[src/rtl/wat_pkg.sv]
// Shared types, codes and entry checks for the weekly alarm table.
package wat_pkg;

  localparam int DEFAULT_DEPTH = 16;
  localparam int COUNT_OUT_W = 5;

  typedef enum logic [2:0] {
    CMD_TICK   = 3'd0,
    CMD_ADD    = 3'd1,
    CMD_REMOVE = 3'd2,
    CMD_UPDATE = 3'd3,
    CMD_QUERY  = 3'd4
  } cmd_t;

  typedef enum logic [1:0] {
    ST_OK        = 2'd0,
    ST_FULL      = 2'd1,
    ST_NOT_FOUND = 2'd2
  } status_t;

  localparam logic KIND_FIRE   = 1'b0;
  localparam logic KIND_STATUS = 1'b1;

  typedef enum logic [1:0] {
    S_IDLE,
    S_ADD,
    S_SCAN,
    S_FINISH
  } state_t;

  typedef struct packed {
    logic [7:0] id;
    logic [4:0] hour;
    logic [5:0] minute;
    logic [6:0] mask;
    logic [7:0] amount;
    logic       enabled;
    logic       executed;
  } alarm_t;

  localparam int ENTRY_W = $bits(alarm_t);

  // Control word broadcast from the sequencer to every cell.
  typedef struct packed {
    logic       start;
    logic       act;
    logic       clear;
    cmd_t       op;
    logic       found;
    logic [2:0] day;
    alarm_t     cur;
  } cell_ctl_t;

  // An entry is due on a day when it is enabled and its mask bit for that day is set.
  // Weekday seven maps onto the spare top bit, which is always clear.
  function automatic logic alarm_due(alarm_t e, logic [2:0] day);
    logic [7:0] m8;
    m8 = {1'b0, e.mask};
    return e.enabled && m8[day];
  endfunction

  function automatic logic alarm_time_eq(alarm_t e, alarm_t now);
    return (e.hour == now.hour) && (e.minute == now.minute);
  endfunction

endpackage

[src/rtl/wat_cell.sv]
// One table slot: holds an entry and passes the scan token to the next slot.
module wat_cell import wat_pkg::*; (
  input  logic      clk,
  input  logic      rst,
  input  cell_ctl_t ctl,
  input  logic      tok_in,
  input  logic      wr,
  input  alarm_t    nxt,
  output logic      tok,
  output alarm_t    entry
);

  logic   here;
  logic   match;
  logic   due;
  logic   teq;
  alarm_t entry_next;

  always_comb begin
    here       = tok && ctl.act;
    match      = (entry.id == ctl.cur.id);
    due        = alarm_due(entry, ctl.day);
    teq        = alarm_time_eq(entry, ctl.cur);
    entry_next = entry;
    if (wr) begin
      entry_next = ctl.cur;
    end else if (here) begin
      case (ctl.op)
        CMD_TICK: begin
          if (due) begin
            entry_next.executed = teq;
          end
        end
        CMD_UPDATE: begin
          if (match && !ctl.found) begin
            entry_next = ctl.cur;
          end
        end
        CMD_REMOVE: begin
          // From the removed slot onward every slot takes its upper neighbor.
          if (match || ctl.found) begin
            entry_next = nxt;
          end
        end
        default: begin
        end
      endcase
    end
  end

  always_ff @(posedge clk) begin
    if (rst) begin
      tok <= 1'b0;
    end else if (ctl.clear) begin
      tok <= 1'b0;
    end else if (ctl.start || ctl.act) begin
      tok <= tok_in;
    end
  end

  always_ff @(posedge clk) begin
    entry <= entry_next;
  end

endmodule

[src/rtl/wat_ctrl.sv]
// Sequencer: takes commands, walks the token over the used slots and forms result words.
module wat_ctrl import wat_pkg::*; #(
  parameter int TABLE_DEPTH = DEFAULT_DEPTH
) (
  input  logic                   clk,
  input  logic                   rst,
  input  logic                   cmd_valid,
  output logic                   cmd_stall,
  input  logic [2:0]             command,
  input  logic [7:0]             task_id,
  input  logic [4:0]             alarm_hour,
  input  logic [5:0]             alarm_minute,
  input  logic [6:0]             day_mask,
  input  logic [2:0]             weekday,
  input  logic [7:0]             feed_amount,
  input  logic                   enable_in,
  input  logic                   executed_in,
  input  alarm_t                 sel,
  output cell_ctl_t              ctl,
  output logic [TABLE_DEPTH-1:0] wr_sel,
  output logic                   res_valid,
  input  logic                   res_stall,
  output logic                   kind,
  output logic [1:0]             status,
  output logic [7:0]             out_id,
  output logic [4:0]             out_hour,
  output logic [5:0]             out_minute,
  output logic [6:0]             out_mask,
  output logic [7:0]             out_amount,
  output logic                   out_enabled,
  output logic                   out_executed,
  output logic [COUNT_OUT_W-1:0] entry_count,
  output logic                   last
);

  localparam int CW = $clog2(TABLE_DEPTH + 1);

  state_t       state, state_next;
  cmd_t         op, op_next;
  alarm_t       cur, cur_next;
  logic [2:0]   day, day_next;
  logic [CW-1:0] count, count_next;
  logic [CW-1:0] pos, pos_next;
  logic         found, found_next;
  status_t      cmd_status, cmd_status_next;
  alarm_t       qentry, qentry_next;
  alarm_t       pend, pend_next;
  logic         pend_v, pend_v_next;

  logic         res_valid_next;
  logic         res_kind, res_kind_next;
  status_t      res_status, res_status_next;
  alarm_t       res_entry, res_entry_next;
  logic [CW-1:0] res_count, res_count_next;
  logic         res_last, res_last_next;

  logic start, act, clear, add_we;
  logic slot_free, match, fire, hold, hit;

  always_ff @(posedge clk) begin
    if (rst) begin
      state     <= S_IDLE;
      count     <= '0;
      pend_v    <= 1'b0;
      res_valid <= 1'b0;
    end else begin
      state     <= state_next;
      count     <= count_next;
      pend_v    <= pend_v_next;
      res_valid <= res_valid_next;
    end
  end

  always_ff @(posedge clk) begin
    op         <= op_next;
    cur        <= cur_next;
    day        <= day_next;
    pos        <= pos_next;
    found      <= found_next;
    cmd_status <= cmd_status_next;
    qentry     <= qentry_next;
    pend       <= pend_next;
    res_kind   <= res_kind_next;
    res_status <= res_status_next;
    res_entry  <= res_entry_next;
    res_count  <= res_count_next;
    res_last   <= res_last_next;
  end

  always_comb begin
    state_next      = state;
    op_next         = op;
    cur_next        = cur;
    day_next        = day;
    count_next      = count;
    pos_next        = pos;
    found_next      = found;
    cmd_status_next = cmd_status;
    qentry_next     = qentry;
    pend_next       = pend;
    pend_v_next     = pend_v;
    res_valid_next  = res_valid;
    res_kind_next   = res_kind;
    res_status_next = res_status;
    res_entry_next  = res_entry;
    res_count_next  = res_count;
    res_last_next   = res_last;
    start     = 1'b0;
    act       = 1'b0;
    clear     = 1'b0;
    add_we    = 1'b0;
    cmd_stall = (state != S_IDLE);
    slot_free = !res_valid || !res_stall;
    match     = (sel.id == cur.id);
    fire      = alarm_due(sel, day) && alarm_time_eq(sel, cur) && !sel.executed;
    hit       = match || found;
    hold      = (op == CMD_TICK) && fire && pend_v && !slot_free;

    if (res_valid && !res_stall) begin
      res_valid_next = 1'b0;
    end

    case (state)
      S_IDLE: begin
        if (cmd_valid) begin
          cur_next   = '{id: task_id, hour: alarm_hour, minute: alarm_minute,
                         mask: day_mask, amount: feed_amount,
                         enabled: enable_in, executed: executed_in};
          day_next   = weekday;
          found_next = 1'b0;
          case (command)
            CMD_ADD: begin
              op_next    = CMD_ADD;
              state_next = S_ADD;
            end
            CMD_TICK, CMD_REMOVE, CMD_UPDATE, CMD_QUERY: begin
              op_next = cmd_t'(command);
              if (count == '0) begin
                cmd_status_next = ST_NOT_FOUND;
                state_next      = S_FINISH;
              end else begin
                start      = 1'b1;
                pos_next   = '0;
                state_next = S_SCAN;
              end
            end
            default: begin
            end
          endcase
        end
      end
      S_ADD: begin
        if (count < CW'(TABLE_DEPTH)) begin
          add_we          = 1'b1;
          count_next      = count + CW'(1);
          cmd_status_next = ST_OK;
        end else begin
          cmd_status_next = ST_FULL;
        end
        state_next = S_FINISH;
      end
      S_SCAN: begin
        if (!hold) begin
          act = 1'b1;
          if (op == CMD_TICK && fire) begin
            // A fired entry is held in pend until the next one fires or the walk ends, so the final one can carry last.
            if (pend_v) begin
              res_valid_next  = 1'b1;
              res_kind_next   = KIND_FIRE;
              res_status_next = ST_OK;
              res_entry_next  = pend;
              res_count_next  = count;
              res_last_next   = 1'b0;
            end
            pend_next          = sel;
            pend_next.executed = 1'b1;
            pend_v_next        = 1'b1;
          end
          if (op == CMD_QUERY && match && !found) begin
            qentry_next = sel;
          end
          found_next = hit;
          pos_next   = pos + CW'(1);
          if (pos == count - CW'(1)) begin
            clear           = 1'b1;
            state_next      = S_FINISH;
            cmd_status_next = hit ? ST_OK : ST_NOT_FOUND;
            if (op == CMD_REMOVE && hit) begin
              count_next = count - CW'(1);
            end
          end
        end
      end
      S_FINISH: begin
        if (slot_free) begin
          state_next     = S_IDLE;
          res_count_next = count;
          res_last_next  = 1'b1;
          case (op)
            CMD_TICK: begin
              if (pend_v) begin
                res_valid_next  = 1'b1;
                res_kind_next   = KIND_FIRE;
                res_status_next = ST_OK;
                res_entry_next  = pend;
                pend_v_next     = 1'b0;
              end
            end
            CMD_QUERY: begin
              res_valid_next  = 1'b1;
              res_kind_next   = KIND_STATUS;
              res_status_next = cmd_status;
              res_entry_next  = (cmd_status == ST_OK) ? qentry : '0;
            end
            default: begin
              res_valid_next  = 1'b1;
              res_kind_next   = KIND_STATUS;
              res_status_next = cmd_status;
              res_entry_next  = '0;
            end
          endcase
        end
      end
      default: begin
        state_next = S_IDLE;
      end
    endcase
  end

  always_comb begin
    for (int i = 0; i < TABLE_DEPTH; i++) begin
      wr_sel[i] = add_we && (count == CW'(i));
    end
  end

  assign ctl = '{start: start, act: act, clear: clear, op: op, found: found,
                 day: day, cur: cur};

  assign kind         = res_kind;
  assign status       = res_status;
  assign out_id       = res_entry.id;
  assign out_hour     = res_entry.hour;
  assign out_minute   = res_entry.minute;
  assign out_mask     = res_entry.mask;
  assign out_amount   = res_entry.amount;
  assign out_enabled  = res_entry.enabled;
  assign out_executed = res_entry.executed;
  assign entry_count  = COUNT_OUT_W'(res_count);
  assign last         = res_last;

endmodule

[src/rtl/weekly_alarm_table.sv]
// Top level of the weekly alarm table: a row of entry slots and their sequencer.
//
//   channel | valid     | stall     | payload
//   --------+-----------+-----------+------------------------------------------------
//   command | cmd_valid | cmd_stall | command, task_id, alarm_hour, alarm_minute,
//           |           |           | day_mask, weekday, feed_amount, enable_in,
//           |           |           | executed_in
//   result  | res_valid | res_stall | kind, status, out_id .. out_executed,
//           |           |           | entry_count, last
//
// Tick, remove, update and query walk a token over the used slots one per cycle (an empty
// table skips the walk); add writes the next free slot, or reports full when none is left.
// A tick holds its walk while a fired word cannot move into a stalled output register.
// One command is in flight at a time; cmd_stall is high until its last word, if any, is registered.
// Reset empties the table at once; slots are not cleared and hold stale data until written.
module weekly_alarm_table import wat_pkg::*; #(
  parameter int TABLE_DEPTH = DEFAULT_DEPTH
) (
  input  logic                   clk,
  input  logic                   rst,
  input  logic                   cmd_valid,
  output logic                   cmd_stall,
  input  logic [2:0]             command,
  input  logic [7:0]             task_id,
  input  logic [4:0]             alarm_hour,
  input  logic [5:0]             alarm_minute,
  input  logic [6:0]             day_mask,
  input  logic [2:0]             weekday,
  input  logic [7:0]             feed_amount,
  input  logic                   enable_in,
  input  logic                   executed_in,
  output logic                   res_valid,
  input  logic                   res_stall,
  output logic                   kind,
  output logic [1:0]             status,
  output logic [7:0]             out_id,
  output logic [4:0]             out_hour,
  output logic [5:0]             out_minute,
  output logic [6:0]             out_mask,
  output logic [7:0]             out_amount,
  output logic                   out_enabled,
  output logic                   out_executed,
  output logic [COUNT_OUT_W-1:0] entry_count,
  output logic                   last
);

  cell_ctl_t              ctl;
  logic [TABLE_DEPTH-1:0] wr_sel;
  logic [TABLE_DEPTH-1:0] tok;
  alarm_t                 ent [TABLE_DEPTH];
  alarm_t                 nxt [TABLE_DEPTH];
  logic [ENTRY_W-1:0]     sel_bits;

  // The token is one-hot, so the slot under it is picked by a plain and-or.
  always_comb begin
    sel_bits = '0;
    for (int i = 0; i < TABLE_DEPTH; i++) begin
      if (tok[i]) begin
        sel_bits = sel_bits | ent[i];
      end
    end
  end

  for (genvar i = 0; i < TABLE_DEPTH; i++) begin : g_cell
    if (i == TABLE_DEPTH - 1) begin : g_end
      assign nxt[i] = ent[i];
    end else begin : g_mid
      assign nxt[i] = ent[i+1];
    end

    if (i == 0) begin : g_head
      wat_cell u_cell (
        .clk    (clk),
        .rst    (rst),
        .ctl    (ctl),
        .tok_in (ctl.start),
        .wr     (wr_sel[i]),
        .nxt    (nxt[i]),
        .tok    (tok[i]),
        .entry  (ent[i])
      );
    end else begin : g_body
      wat_cell u_cell (
        .clk    (clk),
        .rst    (rst),
        .ctl    (ctl),
        .tok_in (tok[i-1]),
        .wr     (wr_sel[i]),
        .nxt    (nxt[i]),
        .tok    (tok[i]),
        .entry  (ent[i])
      );
    end
  end

  wat_ctrl #(
    .TABLE_DEPTH (TABLE_DEPTH)
  ) u_ctrl (
    .clk          (clk),
    .rst          (rst),
    .cmd_valid    (cmd_valid),
    .cmd_stall    (cmd_stall),
    .command      (command),
    .task_id      (task_id),
    .alarm_hour   (alarm_hour),
    .alarm_minute (alarm_minute),
    .day_mask     (day_mask),
    .weekday      (weekday),
    .feed_amount  (feed_amount),
    .enable_in    (enable_in),
    .executed_in  (executed_in),
    .sel          (alarm_t'(sel_bits)),
    .ctl          (ctl),
    .wr_sel       (wr_sel),
    .res_valid    (res_valid),
    .res_stall    (res_stall),
    .kind         (kind),
    .status       (status),
    .out_id       (out_id),
    .out_hour     (out_hour),
    .out_minute   (out_minute),
    .out_mask     (out_mask),
    .out_amount   (out_amount),
    .out_enabled  (out_enabled),
    .out_executed (out_executed),
    .entry_count  (entry_count),
    .last         (last)
  );

endmodule
[config.mk]
export PLATFORM = sky130hd
export DESIGN_NAME = weekly_alarm_table
export DESIGN_NICKNAME = d
export VERILOG_FILES = /design/src/rtl/wat_pkg.sv /design/src/rtl/wat_cell.sv /design/src/rtl/wat_ctrl.sv /design/src/rtl/weekly_alarm_table.sv
export SDC_FILE = /design/constraint.sdc
export NUM_CORES = 2
export LEC_CHECK = 0
export ABC_AREA = 1
export BUFFER_PORTS_ARGS = -buffer_cell sky130_fd_sc_hd__buf_2
export CAP_MARGIN = 20
export CORE_MARGIN = 2
export CORE_UTILIZATION = 35
export DETAILED_ROUTE_END_ITERATION = 16
export SLEW_MARGIN = 40
export SYNTH_ARGS = -nofsm -noshare
export SYNTH_HDL_FRONTEND = slang
export SYNTH_SLANG_ARGS = --single-unit
[constraint.sdc]
create_clock -name clk -period 13.4 [get_ports clk]
set_input_delay 0 -clock clk [delete_from_list [all_inputs] [get_ports clk]]
set_output_delay 0 -clock clk [all_outputs]
set_load 0.005 [all_outputs]
==> qor.csv <==
metric;value;unit
status;completed;
asyncSetResetFlopFracSynth;0;
place_congestion;0.993;
yosys_most_used_dff;edfxtp_1;
placed_inst_area;0.0425;mm2
timing_worst_slew_pin_value;868;ps
timing.critical_path.required;13700;ps
yosys.cell_types.count;53;
synth_cells;4548;
routed_via_count_divided_by_cell_count;5.67;
clock.fmax;0.190;GHz
cts-htree-levels;3;
grt_overflow;0;
tritoncts.num_buffers;88;
layout.nets;4620;
clock_root_buffer;clkbuf_16;
grt_usage;0.251;
die_w;345;um
grt_first_pass_wirelength;219000;um
fin_skew;36.1;ps
drt_iter0_markers;5073;
syn2layout_area_growth;13.0;%
cts_tree;done;
number_of_antenna_violations_at_the_first_check_in_global_routing;7;
power.density_cell_area;169;mW/mm2
slowest_stage;o21ai_4;
final-max-slew-violation-count;0;
final.fill_count;11300;
cts-root-to-sink-buffers;3;
post-route-period-util;0.393;
synth.cell_area;0.0406;mm2
dpl_wire_length;103000;um
worstPathArrival;5570;ps
cp_num_buf_inv;4;
timing.critical_path.from_type;flop;
num_rows;124;
critPathTopFamily;buffers and inverters;
ant_nets;0;
synth_fp_nets;4605;
drt-total-wl;153000;um
grt_max_degree;72;
die-height;345;um
core_ar;0.115;mm2
final_area;0.0459;mm2
final_period_minus_worst_setup_slack;5270;ps
post_route_cells_drive_above_1_share;0.0831;
hold_violations;0;
drt_drc_violations_left;0;
cp-end-kind;flop;
number_of_enable_flip_flop_cells_after_synthesis;742;
pin_count;93;
crit_path_max_incr_delay;690;ps
timing.critical_path.mode_cell;nand2_1;
initial_core_util;0.354;
leakagePower;17.5;nW
finalSetupViolCount;0;
synth_warnings;0;
setup-tns-final;0;ps
rsz0062_at_grt;false;
timing_worst_setup_path_type;reg -> reg;
cts_hold_repair.buffers;48;
drv.max_cap_violation_count;0;
crit_fanout;22;
die_area;0.119;mm2
post_drt_wl_per_cell;24.9;um
cts.sinks;767;
ys_ff_latch;767;
port_buffers;92;
clk_pin_slew_worst_paths;70;ps
synthesized_area_per_cell;8.92;um2
power.ir.vdd_worst;0.0921;mV
route.vias.total;34800;
hold_path_class;in -> reg;
slew_headroom;0.419;
detailed_routing_iteration_count_for_the_pre_antenna_repair_pass;7;
worstSkewPairLatency;680;ps
cell_chain_of_the_critical_path;buf_4 > inv_1 > o21ai_0 > nor2_1 > nand2_1 > nor2_1 > nand2_1 > nand2_1 > nand2_1 > nand2_1 > nand2_1 > nand4_2 > nand2_2 > inv_1 > nand2_1 > o21ai_4 > buf_4;
synth_seq_area_share;0.561;
first_global_vias;32100;
postCtsSetupBuffers;0;
post_cts.resized_instances;0;
==> report_power, final <==
part,switching [mW],total (mW),internal (mW)
logic,1.48,2.08,0.603
registers,0.159,3.17,3.02
clock network,1.04,2.48,1.44
total,2.68,7.73,5.06
==> placed cells by master, fill, tap and decap left out, drive strengths merged, types with 43 or more instances in the layout <==
master       netlist  routed
o22ai             76      76
inv              359     359
o21ai            423     423
clkbuf           220     109
o2111ai           45      45
edfxtp           742     742
buf               91     188
xnor2             70      70
nand4             55      55
nor2             546     546
dlygate4sd3        0      48
nand3             91      91
a221oi            58      58
a21oi            328     328
xor2              68      68
clkinv            10      43
nand2           1151    1151
==> sequential cells by signal (all words and copies together), names as in the netlist, 6 cells and up <==
register,cells
g_cell.g_body.u_cell.entry,540
g_cell.g_head.u_cell.entry,36
u_ctrl.ctl,36
u_ctrl.qentry,36
u_ctrl.pend,35
g_cell.g_body.u_cell.tok,15
u_ctrl.out_amount,8
u_ctrl.out_id,8
u_ctrl.out_mask,7
u_ctrl.out_minute,6
==> cell usage after synthesis (20+ instances only) <==
library cell	n	area (um2)
o2111ai_1	45	394
o22ai_1	76	475
buf_6	20	225
o32ai_1	34	298
dfxtp_1	25	500
nor2_1	543	2040
xor2_1	68	596
o21ai_0	418	2090
clkbuf_1	219	822
a21oi_1	328	1640
o211ai_1	21	158
buf_2	38	190
edfxtp_1	742	22300
buf_1	30	113
nand2_1	1149	4310
inv_1	358	1340
a221oi_1	58	508
nand3_1	90	450
nand4_1	54	338
nor3_1	23	115
xnor2_1	70	613
==> cells by family after synthesis <==
group | synth area share
and+or+nand+nor | 0.184
adders and majority gates | 0.00339
muxes | 0.000771
DFF | 0.561
xor gates and xnor gates | 0.0298
AOI/OAI and AO/OA | 0.152
buffers and inverters | 0.0683
==> per-layer routing <==
layer,up-vias,wire [um],global-route usage
met5,-,22,0
met4,4,6540,0.102
met1,16500,61500,0.347
met3,385,18800,0.0608
met2,2195,65900,0.378
li1,15700,-,-
==> worst paths after layout <==
kind                                                               start                                      endpoint  slack, ps  depth (start not counted)
worst min register to register                  u_ctrl.ctl[16]$_DFFE_PP_  g_cell[15].g_body.u_cell.entry[16]$_DFFE_PP_        450                          0
worst max register to register  g_cell[7].g_body.u_cell.tok$_SDFFE_PP0P_   g_cell[5].g_body.u_cell.entry[23]$_DFFE_PP_       8130                         17
worst max-delay path            g_cell[7].g_body.u_cell.tok$_SDFFE_PP0P_   g_cell[5].g_body.u_cell.entry[23]$_DFFE_PP_       8130                         17
worst min-delay path                                         day_mask[1]                      u_ctrl.ctl[11]$_DFFE_PP_         40                          2
==> area by class of cell <==
cell class | count | area (um2) | share of cell area
Clock inverter | 49 | 522 | 0.0114
Antenna cell | 1 | 2.50 | 0.0000546
Tap cell | 1512 | 1890 | 0.0412
Timing Repair Buffer | 236 | 1680 | 0.0367
Inverter | 369 | 1390 | 0.0302
Multi-Input combinational cell | 3101 | 15200 | 0.332
Clock buffer | 109 | 2350 | 0.0513
Sequential cell | 767 | 22800 | 0.497
==> through the flow <==
| step | hold WS [ps] | power (mW) | setup slack [ps] | utilization | std cells |
|---|---|---|---|---|---|
| 3_3_place_gp | 178 | 5.18 | 8210 | 0.370 | 5933 |
| 6_report | 44.6 | 7.73 | 8130 | 0.400 | 6144 |
| 2_1_floorplan | 69.1 | 4.45 | 8630 | - | 4548 |
| 5_1_grt | 49.5 | 8.04 | 7970 | 0.400 | 6143 |
| 4_1_cts | 24.2 | 7.70 | 8070 | 0.400 | 6141 |
| 3_5_place_dp | 178 | 5.22 | 8090 | 0.371 | 5935 |
Power figures use the tool's default switching activity.
